**config.mk**
```make
export PLATFORM = sky130hd
export DESIGN_NAME = pid_priority_ready_queue_flat
export DESIGN_NICKNAME = d
export VERILOG_FILES = /design/src/rtl/prq_pkg.sv /design/src/rtl/prq_if.sv /design/src/rtl/prq_datapath.sv /design/src/rtl/prq_ctrl.sv /design/src/rtl/pid_priority_ready_queue.sv /design/src/flat_wrapper.sv
export SDC_FILE = /design/constraint.sdc
export NUM_CORES = 1
export LEC_CHECK = 0
export BUFFER_PORTS_ARGS = -buffer_cell sky130_fd_sc_hd__buf_2
export CAP_MARGIN = 20
export CORE_MARGIN = 5
export CORE_UTILIZATION = 47
export DETAILED_ROUTE_END_ITERATION = 16
export REMOVE_ABC_BUFFERS = 1
export SYNTH_ARGS = -nofsm -noshare
export SYNTH_HDL_FRONTEND = slang
export SYNTH_SLANG_ARGS = --single-unit
```
**constraint.sdc**
```tcl
create_clock -name i_clk -period 7.8 [get_ports i_clk]
set_clock_uncertainty 0.1 [all_clocks]
set_input_delay 1.56 -clock i_clk [delete_from_list [all_inputs] [get_ports i_clk]]
set_output_delay 1.56 -clock i_clk [all_outputs]
set_load 0.01 [all_outputs]
```
**src/rtl/prq_pkg.sv**
```systemverilog
// Package for the priority ready queue: sizes, opcodes and the
// controller/datapath command and status structs. No dependencies.
package prq_pkg;

    localparam int QUEUE_DEPTH = 16;
    localparam int PID_BITS    = 16;
    localparam int PRIO_BITS   = 8;
    localparam int OP_W        = 3;
    localparam int CNT_W       = $clog2(QUEUE_DEPTH + 1);
    localparam int IDX_W       = $clog2(QUEUE_DEPTH);

    localparam logic [OP_W-1:0] OP_APPEND   = 3'd0;
    localparam logic [OP_W-1:0] OP_INSERT   = 3'd1;
    localparam logic [OP_W-1:0] OP_REMOVE   = 3'd2;
    localparam logic [OP_W-1:0] OP_CONTAINS = 3'd3;
    localparam logic [OP_W-1:0] OP_POP      = 3'd4;

    typedef struct packed {
        logic load;       // latch request word, clear result, index to head
        logic step;       // advance scan index
        logic idx_tail;   // move index to the tail
        logic place;      // insert latched entry at index
        logic delete;     // drop entry at index
        logic take_head;  // capture head entry into the result
        logic set_ok;     // mark the result successful
        logic emit;       // load the output register
    } t_dp_cmd;

    typedef struct packed {
        logic [OP_W-1:0] op;
        logic            full;
        logic            empty;
        logic            at_end;
        logic            prio_gt;
        logic            pid_eq;
        logic            out_busy;
    } t_dp_status;

endpackage

```
**src/rtl/prq_if.sv**
```systemverilog
// Request and response channel interfaces (valid/ready plus payload).
// Depends on prq_pkg.
interface prq_req_if import prq_pkg::*; ();
    logic                 valid;
    logic                 ready;
    logic [OP_W-1:0]      opcode;
    logic [PID_BITS-1:0]  pid;
    logic [PRIO_BITS-1:0] priority_req;

    modport source (output valid, output opcode, output pid, output priority_req,
                    input ready);
    modport sink   (input valid, input opcode, input pid, input priority_req,
                    output ready);
endinterface

interface prq_rsp_if import prq_pkg::*; ();
    logic                 valid;
    logic                 ready;
    logic                 ok;
    logic [PID_BITS-1:0]  out_pid;
    logic [PRIO_BITS-1:0] out_priority;
    logic [CNT_W-1:0]     count;

    modport source (output valid, output ok, output out_pid, output out_priority,
                    output count, input ready);
    modport sink   (input valid, input ok, input out_pid, input out_priority,
                    input count, output ready);
endinterface

```
**src/rtl/prq_datapath.sv**
```systemverilog
// Datapath: slot register file, entry count, scan index, result and output register.
// Depends on prq_pkg.
module prq_datapath import prq_pkg::*; (
    input  logic                 i_clk,
    input  logic                 i_rst_n,
    input  logic [OP_W-1:0]      i_opcode,
    input  logic [PID_BITS-1:0]  i_pid,
    input  logic [PRIO_BITS-1:0] i_priority_req,
    input  t_dp_cmd              i_cmd,
    output t_dp_status           o_status,
    input  logic                 i_out_ready,
    output logic                 o_out_valid,
    output logic                 o_ok,
    output logic [PID_BITS-1:0]  o_out_pid,
    output logic [PRIO_BITS-1:0] o_out_priority,
    output logic [CNT_W-1:0]     o_count
);

    logic [PID_BITS-1:0]  r_slot_pid  [QUEUE_DEPTH];
    logic [PRIO_BITS-1:0] r_slot_prio [QUEUE_DEPTH];
    logic [CNT_W-1:0]     r_count;
    logic [CNT_W-1:0]     r_idx;
    logic [OP_W-1:0]      r_op;
    logic [PID_BITS-1:0]  r_pid;
    logic [PRIO_BITS-1:0] r_prio;
    logic                 r_res_ok;
    logic [PID_BITS-1:0]  r_res_pid;
    logic [PRIO_BITS-1:0] r_res_prio;
    logic                 r_out_valid;
    logic                 r_ok;
    logic [PID_BITS-1:0]  r_out_pid;
    logic [PRIO_BITS-1:0] r_out_prio;
    logic [CNT_W-1:0]     r_out_count;

    logic [PID_BITS-1:0]  cur_pid;
    logic [PRIO_BITS-1:0] cur_prio;

    assign cur_pid  = r_slot_pid[r_idx[IDX_W-1:0]];
    assign cur_prio = r_slot_prio[r_idx[IDX_W-1:0]];

    always_comb begin
        o_status.op       = r_op;
        o_status.full     = (r_count == CNT_W'(QUEUE_DEPTH));
        o_status.empty    = (r_count == '0);
        o_status.at_end   = (r_idx == r_count);
        o_status.prio_gt  = (cur_prio > r_prio);
        o_status.pid_eq   = (cur_pid == r_pid);
        o_status.out_busy = r_out_valid && !i_out_ready;
    end

    // slot file: entries shift up on place, down on delete
    always_ff @(posedge i_clk) begin
        for (int i = 0; i < QUEUE_DEPTH; i++) begin
            if (i_cmd.place) begin
                if (CNT_W'(i) == r_idx) begin
                    r_slot_pid[i]  <= r_pid;
                    r_slot_prio[i] <= r_prio;
                end else if (i > 0 && CNT_W'(i) > r_idx) begin
                    r_slot_pid[i]  <= r_slot_pid[(i > 0) ? i - 1 : 0];
                    r_slot_prio[i] <= r_slot_prio[(i > 0) ? i - 1 : 0];
                end
            end else if (i_cmd.delete) begin
                if (i < QUEUE_DEPTH - 1 && CNT_W'(i) >= r_idx) begin
                    r_slot_pid[i]  <= r_slot_pid[(i < QUEUE_DEPTH - 1) ? i + 1 : i];
                    r_slot_prio[i] <= r_slot_prio[(i < QUEUE_DEPTH - 1) ? i + 1 : i];
                end
            end
        end
    end

    always_ff @(posedge i_clk) begin
        if (!i_rst_n) begin
            r_count     <= '0;
            r_idx       <= '0;
            r_out_valid <= 1'b0;
        end else begin
            if (i_cmd.load) begin
                r_idx <= '0;
            end else if (i_cmd.idx_tail) begin
                r_idx <= r_count;
            end else if (i_cmd.step) begin
                r_idx <= r_idx + 1'b1;
            end
            if (i_cmd.place) begin
                r_count <= r_count + 1'b1;
            end else if (i_cmd.delete) begin
                r_count <= r_count - 1'b1;
            end
            if (i_cmd.emit) begin
                r_out_valid <= 1'b1;
            end else if (i_out_ready) begin
                r_out_valid <= 1'b0;
            end
        end
    end

    always_ff @(posedge i_clk) begin
        if (i_cmd.load) begin
            r_op       <= i_opcode;
            r_pid      <= i_pid;
            r_prio     <= i_priority_req;
            r_res_ok   <= 1'b0;
            r_res_pid  <= '0;
            r_res_prio <= '0;
        end else begin
            if (i_cmd.set_ok) begin
                r_res_ok <= 1'b1;
            end
            if (i_cmd.take_head) begin
                r_res_pid  <= r_slot_pid[0];
                r_res_prio <= r_slot_prio[0];
            end
        end
        if (i_cmd.emit) begin
            r_ok        <= r_res_ok;
            r_out_pid   <= r_res_pid;
            r_out_prio  <= r_res_prio;
            r_out_count <= r_count;
        end
    end

    assign o_out_valid    = r_out_valid;
    assign o_ok           = r_ok;
    assign o_out_pid      = r_out_pid;
    assign o_out_priority = r_out_prio;
    assign o_count        = r_out_count;

endmodule

```
**src/rtl/prq_ctrl.sv**
```systemverilog
// Controller: sequences decode, scan, place/delete and result hand-off.
// Depends on prq_pkg.
module prq_ctrl import prq_pkg::*; (
    input  logic       i_clk,
    input  logic       i_rst_n,
    input  logic       i_req_valid,
    output logic       o_req_ready,
    input  t_dp_status i_status,
    output t_dp_cmd    o_cmd
);

    typedef enum logic [2:0] {
        S_IDLE,
        S_DECODE,
        S_SCAN,
        S_PLACE,
        S_DONE
    } t_state;

    t_state r_state;
    t_state n_state;

    assign o_req_ready = (r_state == S_IDLE);

    always_comb begin
        n_state = r_state;
        o_cmd   = '0;
        case (r_state)
            S_IDLE: begin
                if (i_req_valid) begin
                    o_cmd.load = 1'b1;
                    n_state    = S_DECODE;
                end
            end
            S_DECODE: begin
                case (i_status.op)
                    OP_APPEND: begin
                        if (i_status.full) begin
                            n_state = S_DONE;
                        end else begin
                            o_cmd.idx_tail = 1'b1;
                            n_state        = S_PLACE;
                        end
                    end
                    OP_INSERT: begin
                        n_state = i_status.full ? S_DONE : S_SCAN;
                    end
                    OP_REMOVE, OP_CONTAINS: begin
                        n_state = S_SCAN;
                    end
                    OP_POP: begin
                        if (!i_status.empty) begin
                            o_cmd.take_head = 1'b1;
                            o_cmd.delete    = 1'b1;
                            o_cmd.set_ok    = 1'b1;
                        end
                        n_state = S_DONE;
                    end
                    default: begin
                        n_state = S_DONE;
                    end
                endcase
            end
            S_SCAN: begin
                if (i_status.op == OP_INSERT) begin
                    if (i_status.at_end || i_status.prio_gt) begin
                        o_cmd.place  = 1'b1;
                        o_cmd.set_ok = 1'b1;
                        n_state      = S_DONE;
                    end else begin
                        o_cmd.step = 1'b1;
                    end
                end else begin
                    if (i_status.at_end) begin
                        n_state = S_DONE;
                    end else if (i_status.pid_eq) begin
                        o_cmd.delete = (i_status.op == OP_REMOVE);
                        o_cmd.set_ok = 1'b1;
                        n_state      = S_DONE;
                    end else begin
                        o_cmd.step = 1'b1;
                    end
                end
            end
            S_PLACE: begin
                o_cmd.place  = 1'b1;
                o_cmd.set_ok = 1'b1;
                n_state      = S_DONE;
            end
            S_DONE: begin
                if (!i_status.out_busy) begin
                    o_cmd.emit = 1'b1;
                    n_state    = S_IDLE;
                end
            end
            default: begin
                n_state = S_IDLE;
            end
        endcase
    end

    always_ff @(posedge i_clk) begin
        if (!i_rst_n) begin
            r_state <= S_IDLE;
        end else begin
            r_state <= n_state;
        end
    end

endmodule

```
**src/rtl/pid_priority_ready_queue.sv**
```systemverilog
// Top level of the priority ready queue: controller plus datapath.
// Depends on prq_pkg, prq_if, prq_ctrl, prq_datapath.
//
// Request channel i_req carries opcode, pid and priority_req; each word gives
// exactly one response word on o_rsp: ok, out_pid, out_priority, count.
// Opcodes: append at tail, insert by priority (stable among equal values),
// remove first matching pid, test for pid, pop head.
// The controller works on one request at a time. Pop and refused or unknown
// requests go from decode straight to done; append goes through the place
// state; insert, remove and contains scan the slots from the head, one slot
// per step, and stop at a match, at a larger priority (insert) or at the end
// of the queue. A new request is accepted the cycle after the response is
// loaded.
// Reset (synchronous, active low) empties the queue and drops any response.
// The response sits in an output register; while the receiver stalls, one more
// request may be accepted and processed, and it waits for the register to free.
module pid_priority_ready_queue import prq_pkg::*; (
    input  logic        i_clk,
    input  logic        i_rst_n,
    prq_req_if.sink     i_req,
    prq_rsp_if.source   o_rsp
);

    t_dp_cmd    cmd;
    t_dp_status status;
    logic       req_ready;

    assign i_req.ready = req_ready;

    prq_ctrl u_ctrl (
        .i_clk       (i_clk),
        .i_rst_n     (i_rst_n),
        .i_req_valid (i_req.valid),
        .o_req_ready (req_ready),
        .i_status    (status),
        .o_cmd       (cmd)
    );

    prq_datapath u_dp (
        .i_clk          (i_clk),
        .i_rst_n        (i_rst_n),
        .i_opcode       (i_req.opcode),
        .i_pid          (i_req.pid),
        .i_priority_req (i_req.priority_req),
        .i_cmd          (cmd),
        .o_status       (status),
        .i_out_ready    (o_rsp.ready),
        .o_out_valid    (o_rsp.valid),
        .o_ok           (o_rsp.ok),
        .o_out_pid      (o_rsp.out_pid),
        .o_out_priority (o_rsp.out_priority),
        .o_count        (o_rsp.count)
    );

endmodule
```
**src/flat_wrapper.sv**
```systemverilog
// flat-port wrapper written by rule: the top's interface ports become plain ports
module pid_priority_ready_queue_flat import prq_pkg::*;
  (i_clk, i_rst_n, i_req_valid, i_req_opcode, i_req_pid, i_req_priority_req, i_req_ready, o_rsp_valid, o_rsp_ok, o_rsp_out_pid, o_rsp_out_priority, o_rsp_count, o_rsp_ready);
  prq_req_if i_req_i ();
  prq_rsp_if o_rsp_i ();
  input  logic i_clk;
  input  logic i_rst_n;
  input wire logic [$bits(i_req_i.valid)-1:0] i_req_valid;
  input wire logic [$bits(i_req_i.opcode)-1:0] i_req_opcode;
  input wire logic [$bits(i_req_i.pid)-1:0] i_req_pid;
  input wire logic [$bits(i_req_i.priority_req)-1:0] i_req_priority_req;
  output wire logic [$bits(i_req_i.ready)-1:0] i_req_ready;
  output wire logic [$bits(o_rsp_i.valid)-1:0] o_rsp_valid;
  output wire logic [$bits(o_rsp_i.ok)-1:0] o_rsp_ok;
  output wire logic [$bits(o_rsp_i.out_pid)-1:0] o_rsp_out_pid;
  output wire logic [$bits(o_rsp_i.out_priority)-1:0] o_rsp_out_priority;
  output wire logic [$bits(o_rsp_i.count)-1:0] o_rsp_count;
  input wire logic [$bits(o_rsp_i.ready)-1:0] o_rsp_ready;
  assign i_req_i.valid = i_req_valid;
  assign i_req_i.opcode = i_req_opcode;
  assign i_req_i.pid = i_req_pid;
  assign i_req_i.priority_req = i_req_priority_req;
  assign i_req_ready = i_req_i.ready;
  assign o_rsp_valid = o_rsp_i.valid;
  assign o_rsp_ok = o_rsp_i.ok;
  assign o_rsp_out_pid = o_rsp_i.out_pid;
  assign o_rsp_out_priority = o_rsp_i.out_priority;
  assign o_rsp_count = o_rsp_i.count;
  assign o_rsp_i.ready = o_rsp_ready;
  pid_priority_ready_queue u_core (.i_clk(i_clk), .i_rst_n(i_rst_n), .i_req(i_req_i), .o_rsp(o_rsp_i));
endmodule
```
## Word-level counts from Yosys, hierarchy flattened

Memory sizes are Yosys's and may differ from the RTL's. A register that Yosys moved wholly into a read port is not among the register bits.
Index checks and enable logic that the tools add are counted.

- Word-level logic and storage cells: 428
- Input bits: 31
- Output and inout bits: 32
- Bits in writable memories: 384
- Memories kept: 2
- Bits in registers: 96

- Bitwise gates (word level): 61
- Order comparisons: 31
- Reductions and logical operators: 13
- Equal/unequal tests: 30
- Muxes and demuxes: 274
- $add $sub $neg: 3

Memory list:

| memory | words | width | rd ports | clocked after Yosys merged registers in | write ports | RTL line | RTL |
|---|---|---|---|---|---|---|---|
| u_core.u_dp.r_slot_pid | 16 | 16 | 17 | 1 | 16 | prq_datapath.sv:19 | `logic [PID_BITS-1:0] r_slot_pid [QUEUE_DEPTH];` |
| u_core.u_dp.r_slot_prio | 16 | 8 | 17 | 1 | 16 | prq_datapath.sv:20 | `logic [PRIO_BITS-1:0] r_slot_prio [QUEUE_DEPTH];` |

Operators with widths:

| cell | count |
|---|---|
| 2-to-1 mux 16 bit | 30 |
| 2-to-1 mux 8 bit | 30 |
| 2-to-1 mux 1 bit | 191 |
| bitwise OR 1 bit | 60 |
| == test 4 x 5 -> 1 bit (first input constant) | 8 |
| > comparator 4 x 5 -> 1 bit (first input constant) | 8 |
| >= comparator 4 x 5 -> 1 bit (first input constant) | 7 |
| 2-to-1 mux 3 bit | 10 |
| == test 3 x 5 -> 1 bit (first input constant) | 4 |
| >= comparator 3 x 5 -> 1 bit (first input constant) | 4 |
| > comparator 3 x 5 -> 1 bit (first input constant) | 4 |
| 2-to-1 mux 5 bit | 4 |
| == test 16 bit | 1 |
| 2-to-1 mux 4 bit | 4 |
| case mux 3 bit (5 select lines) | 1 |
| == test 3 x 2 -> 1 bit (second input constant) | 4 |
| adder 5 x 1 -> 5 bit (second input constant) | 2 |
| == test 2 x 5 -> 1 bit (first input constant) | 2 |
| >= comparator 1 x 5 -> 1 bit (first input constant) | 2 |
| >= comparator 2 x 5 -> 1 bit (first input constant) | 2 |
| > comparator 2 x 5 -> 1 bit (first input constant) | 2 |
| zero test 5 bit | 2 |
| case mux 3 bit (3 select lines) | 1 |
| > comparator 8 bit | 1 |
| other kinds (20) | 28 |

## Depth between registers and ports, before layout

- Word-level depth: 9
- Gate-level depth with buffers: 22

## By module

A second synthesis with hierarchy kept.

- Cells, all modules: 2,197
- Area, all modules: 26,492.9 um2

Modules (own cells, without submodules):

| module | cells an instance | times used | area an instance (um2) |
|---|---|---|---|
| prq_datapath | 2,154 | 1 | 26,168.8 |
| prq_ctrl | 43 | 1 | 324.1 |

## Worst setup path after synthesis

No wires, ideal clock.

- Path type: register -> register
- Start: reg (tool-made name)
- End: mem u_core.u_dp.r_slot_pid[9][0], enable pin
- Arrival time: 6,279 ps
- Period minus slack after synthesis: 6,822 ps
- Slack: 978 ps
- Required time: 7,258 ps
- Stages on the path, launching flop included: 20
- Cell sequence: dfxtp_1 -> buf_6 -> buf_6 -> buf_6 -> buf_6 -> buf_2 -> buf_1 -> mux4_2 -> mux4_2 -> ha_1 -> nor2b_1 -> o211ai_1 -> a21oi_1 -> o22ai_1 -> a21oi_1 -> o21ai_1 -> and2_1 -> and2_1 -> clkbuf_1 -> a211oi_1

RTL lines:

| item | RTL line |
|---|---|
| to (decl) | prq_datapath.sv:19 |

==> flow_summary_export.csv <==
group,metric,value,unit
pwr,power.combinational.fraction,6.6,%
finish,nNetsFinal,2327,
pwr,power.switching_fraction,22.92,%
setup_path,critical_path_required,8.06,ns
route,post_drt_via_cell_ratio,6.069,
yosys,ys_async_sr_fraction,0,%
cts,cts_tree,"done",
timing,report.final.setup_viol,0,
finish,most-common-layout-cells,"441 x edfxtp_1, 402 x mux2i_1, 367 x nand2_1",
route,detailedRoute.firstPassIterationCount,6,
global_routing,grt_pass1_vias,18050,
pwr,internal-power,4555,uW
route,detailedRoute.firstIterationViolations,2212,
global_routing,grt_start_max_net_pins,50,
global_routing,grt_pass1_wl,116700,um
timing,final_hold_viol_count,0,
cts,ctsResizeCount,0,
route,drt_drc_violations_left,0,
timing,timing.slew.headroom,30.23,%
placement,detailedPlace.worstSlack,1.766,ns
setup_path,timing.critical_path.from_type,"flop",
yosys,synth.cell_area,26900,sq um
cts,cts.repair_timing.setup_buffer_count,0,
pwr,power.net_switching,1354,uW
setup_path,timing.critical_path.to_type,"flop",
pwr,peak_supply_drop,134.7,uV
cts,clk_latency,0.62,ns
finish,layoutNonFillerInstCount,3084,
cts,number_of_hold_buffers_added_after_cts,0,
timing,tightest_slew,1.043,ns
route,wl,76500,um
finish,commonest_non_fill_non_tap_cell_in_the_layout,"edfxtp_1",
yosys,synth_seq_cells,484,
placement,buffers_added_on_ports,62,
die,die_height,249.2,um
timing,clock.fmax,0.1681,GHz
setup_path,crit_fanout,49,
die,horizontal_extent_of_the_die,249.2,um
yosys,synth_edf_count,441,
placement,gpl.final_weighted_congestion,0.9130,
setup_path,crit_path_max_incr_delay,0.88,ns
finish,number_of_antenna_diodes,0,
global_routing,global_route.overflow_total,0,
finish,stdcell_area,29860,sq um
run,cap_violations,0,
finish,area_delta_synth_final,11.01,%
timing,rsz0062_at_grt,"false",
die,fp-row-count,87,
route,vias,18720,
setup_path,worst-setup-path-type,"reg2reg",
yosys,synth.distinct_cells,59,
yosys,syn-instance-count,2289,
timing,timing.final.crit_share,76.27,%
timing,timing.hold.ws,0.3303,ns
yosys,synth.yosys.seq_area_share,52.44,%
die,io_pins,63,
setup_path,cp_data_arrival_time,6.21,ns
die,placeableCoreArea,56500,sq um
yosys,synth-main-ff-cell,"edfxtp_1",
placement,place_area,28090,sq um
cts,cts_buffer_depth,3,
placement,detailedPlacementHpwl,50780,um
pwr,pwr_density_cell,197.9,nW/um^2
cts,cts_sinks,484,
setup_path,critical-path-top-cell-by-count,"buf_4",
global_routing,grt_antenna_before_repair,0,
die,die-area,62110,sq um
die,initial_core_util,47.61,%
run_status,status,"finished clean",
cts,clock_tree.htree_level_count,2,
worst_hold_path,hp-start,"u_core.u_dp.r_res_prio[6]$_SDFFE_PP0P_",
worst_hold_path,min_path_type,"reg2reg",
yosys,ys.warnings.count,0,
finish,drive_above_1_share,17.78,%
global_routing,grt.total_usage,24.04,%
timing,post-route-worst-setup-slack,1.851,ns
timing,min_period,5.949,ns
placement,dp.cells,2979,
pwr,p_seq_share,50.2,%
finish,final.fill_count,4834,
setup_path,path_cells,"buf_12, buf_4, mux2_2, o22ai_1, a221oi_1, xnor2_1, nand4_1, o21a_1, or4b_1, buf_4, a21oi_4, buf_4, nand2b_1, buf_4, mux2_4",
route,antenna_left,0,
pwr,p_clk_share,43.2,%
timing,finalMaxSlewViolations,0,
cts,worst_setup_hold_path_clk_slew,0.06,ns
pwr,power.leakage,0.01124,uW
cts,clock-root-buffer,"clkbuf_16",
route,routedWlPerCell,24.81,um
setup_path,timing.critical_path.slowest_stage_cell,"or4b_1",
cts,cts_buffers,55,
yosys,synth.avg_cell_area,11.75,sq um
==> synthesized netlist by cell type, types with 3 or more instances <==
library cell | number | area [sq um]
a211oi_1 | 8 | 60.06
o22ai_1 | 8 | 50.05
o21ai_1 | 29 | 145.1
mux4_2 | 70 | 1577
nor2b_1 | 6 | 37.54
nand2b_1 | 5 | 31.28
xor2_1 | 12 | 105.1
o21ai_0 | 280 | 1401
nand3_1 | 6 | 30.03
buf_6 | 15 | 168.9
buf_4 | 15 | 112.6
mux2_2 | 42 | 473.0
a31oi_1 | 5 | 31.28
inv_1 | 15 | 56.30
edfxtp_1 | 441 | 13240
nor3_1 | 13 | 65.06
mux2i_1 | 402 | 4024
dfxtp_1 | 43 | 860.8
a221oi_1 | 8 | 70.07
a21o_1 | 8 | 60.06
xnor2_1 | 30 | 262.8
a21oi_2 | 20 | 175.2
nand4_1 | 5 | 31.28
a22oi_1 | 16 | 120.1
buf_1 | 11 | 41.29
clkbuf_1 | 127 | 476.7
nor2_1 | 85 | 319.1
and2_1 | 7 | 43.79
and3_1 | 6 | 37.54
nor4_1 | 3 | 18.77
nand2_1 | 367 | 1378
mux2_4 | 19 | 285.3
ha_1 | 14 | 175.2
a21oi_1 | 78 | 390.4
a221oi_2 | 3 | 45.04
buf_2 | 34 | 170.2
or3_1 | 5 | 31.28
==> sequential cells by signal, summed over array words and instances, names as in the netlist, 8 cells and up, named ones only <==
register and flops:
u_core.u_dp.o_out_priority 8, u_core.u_dp.r_res_pid 16, u_core.u_dp.r_pid 16, u_core.u_dp.r_prio 8
u_core.u_dp.r_res_prio 8, u_core.u_dp.o_out_pid 16, u_core.u_dp.r_slot_pid 256, u_core.u_dp.r_slot_prio 128
==> cells by family after synthesis <==
logic type / synth area share (%)
adders and majority gates: 0.7257
muxes: 23.78
AOI/OAI and AO/OA: 10.06
and+or+nand+nor: 7.694
buffers and inverters: 3.940
xor gates and xnor gates: 1.368
DFF: 52.44
==> worst max-delay path, delay by kind of cell, from the launching register on <==
family          cells  cell delay [ns]
simple gates        3             1.24
flops               1             0.72
xor+xnor            1             0.20
compound gates      4             0.76
buf+inv             5             1.85
mux                 2             0.72
==> final cells by class <==
class	instances	area [sq um]	area share, %
clock inverter	25	203.9	0.6831
inverter	16	60.06	0.2011
tap	756	945.9	3.168
clock buffer	79	1558	5.217
timing repair buffer	139	935.9	3.135
multi-input combinational	1585	12040	40.34
sequential	484	14110	47.26
==> metrics by stage <==
step	total power (uW)	utilization [%]	TNS [ns]
after floorplan	3270	-	-1557.76
after global placement	3391	49.67	0
after CTS	5955	52.84	0
final	5909	52.85	0
after global routing	6119	52.85	0
after detailed placement	3406	49.72	0
==> path summary, 6_finish.rpt <==
kind                                                   to  slack (ns)  cells after the start
setup reg to reg   u_core.u_dp.r_slot_pid[0][3]$_DFFE_PP_        1.85                     15
setup / recovery   u_core.u_dp.r_slot_pid[0][3]$_DFFE_PP_        1.85                     15
hold / removal    u_core.u_dp.o_out_priority[6]$_DFFE_PP_        0.33                      0
hold reg to reg   u_core.u_dp.o_out_priority[6]$_DFFE_PP_        0.33                      0
==> layer usage <==
layer	vias up	share of wire [%]	GRT usage, %
li1	8471	-	-
met1	9311	45	36.46
met2	842	44	36.28
met3	93	8.9	4.855
met4	0	1.6	4.704
met5	-	0	0
==> power groups by stage <==
stage / combinational [uW] / clock [uW] / sequential, uW
global route: 436 / 2710 / 2970
floorplan: 257 / 0 / 3010
finish: 392 / 2550 / 2960
CTS: 391 / 2600 / 2960
global placement: 377 / 0 / 3010
detailed placement: 392 / 0 / 3010
No activity file was read; power rests on OpenSTA's default activity.
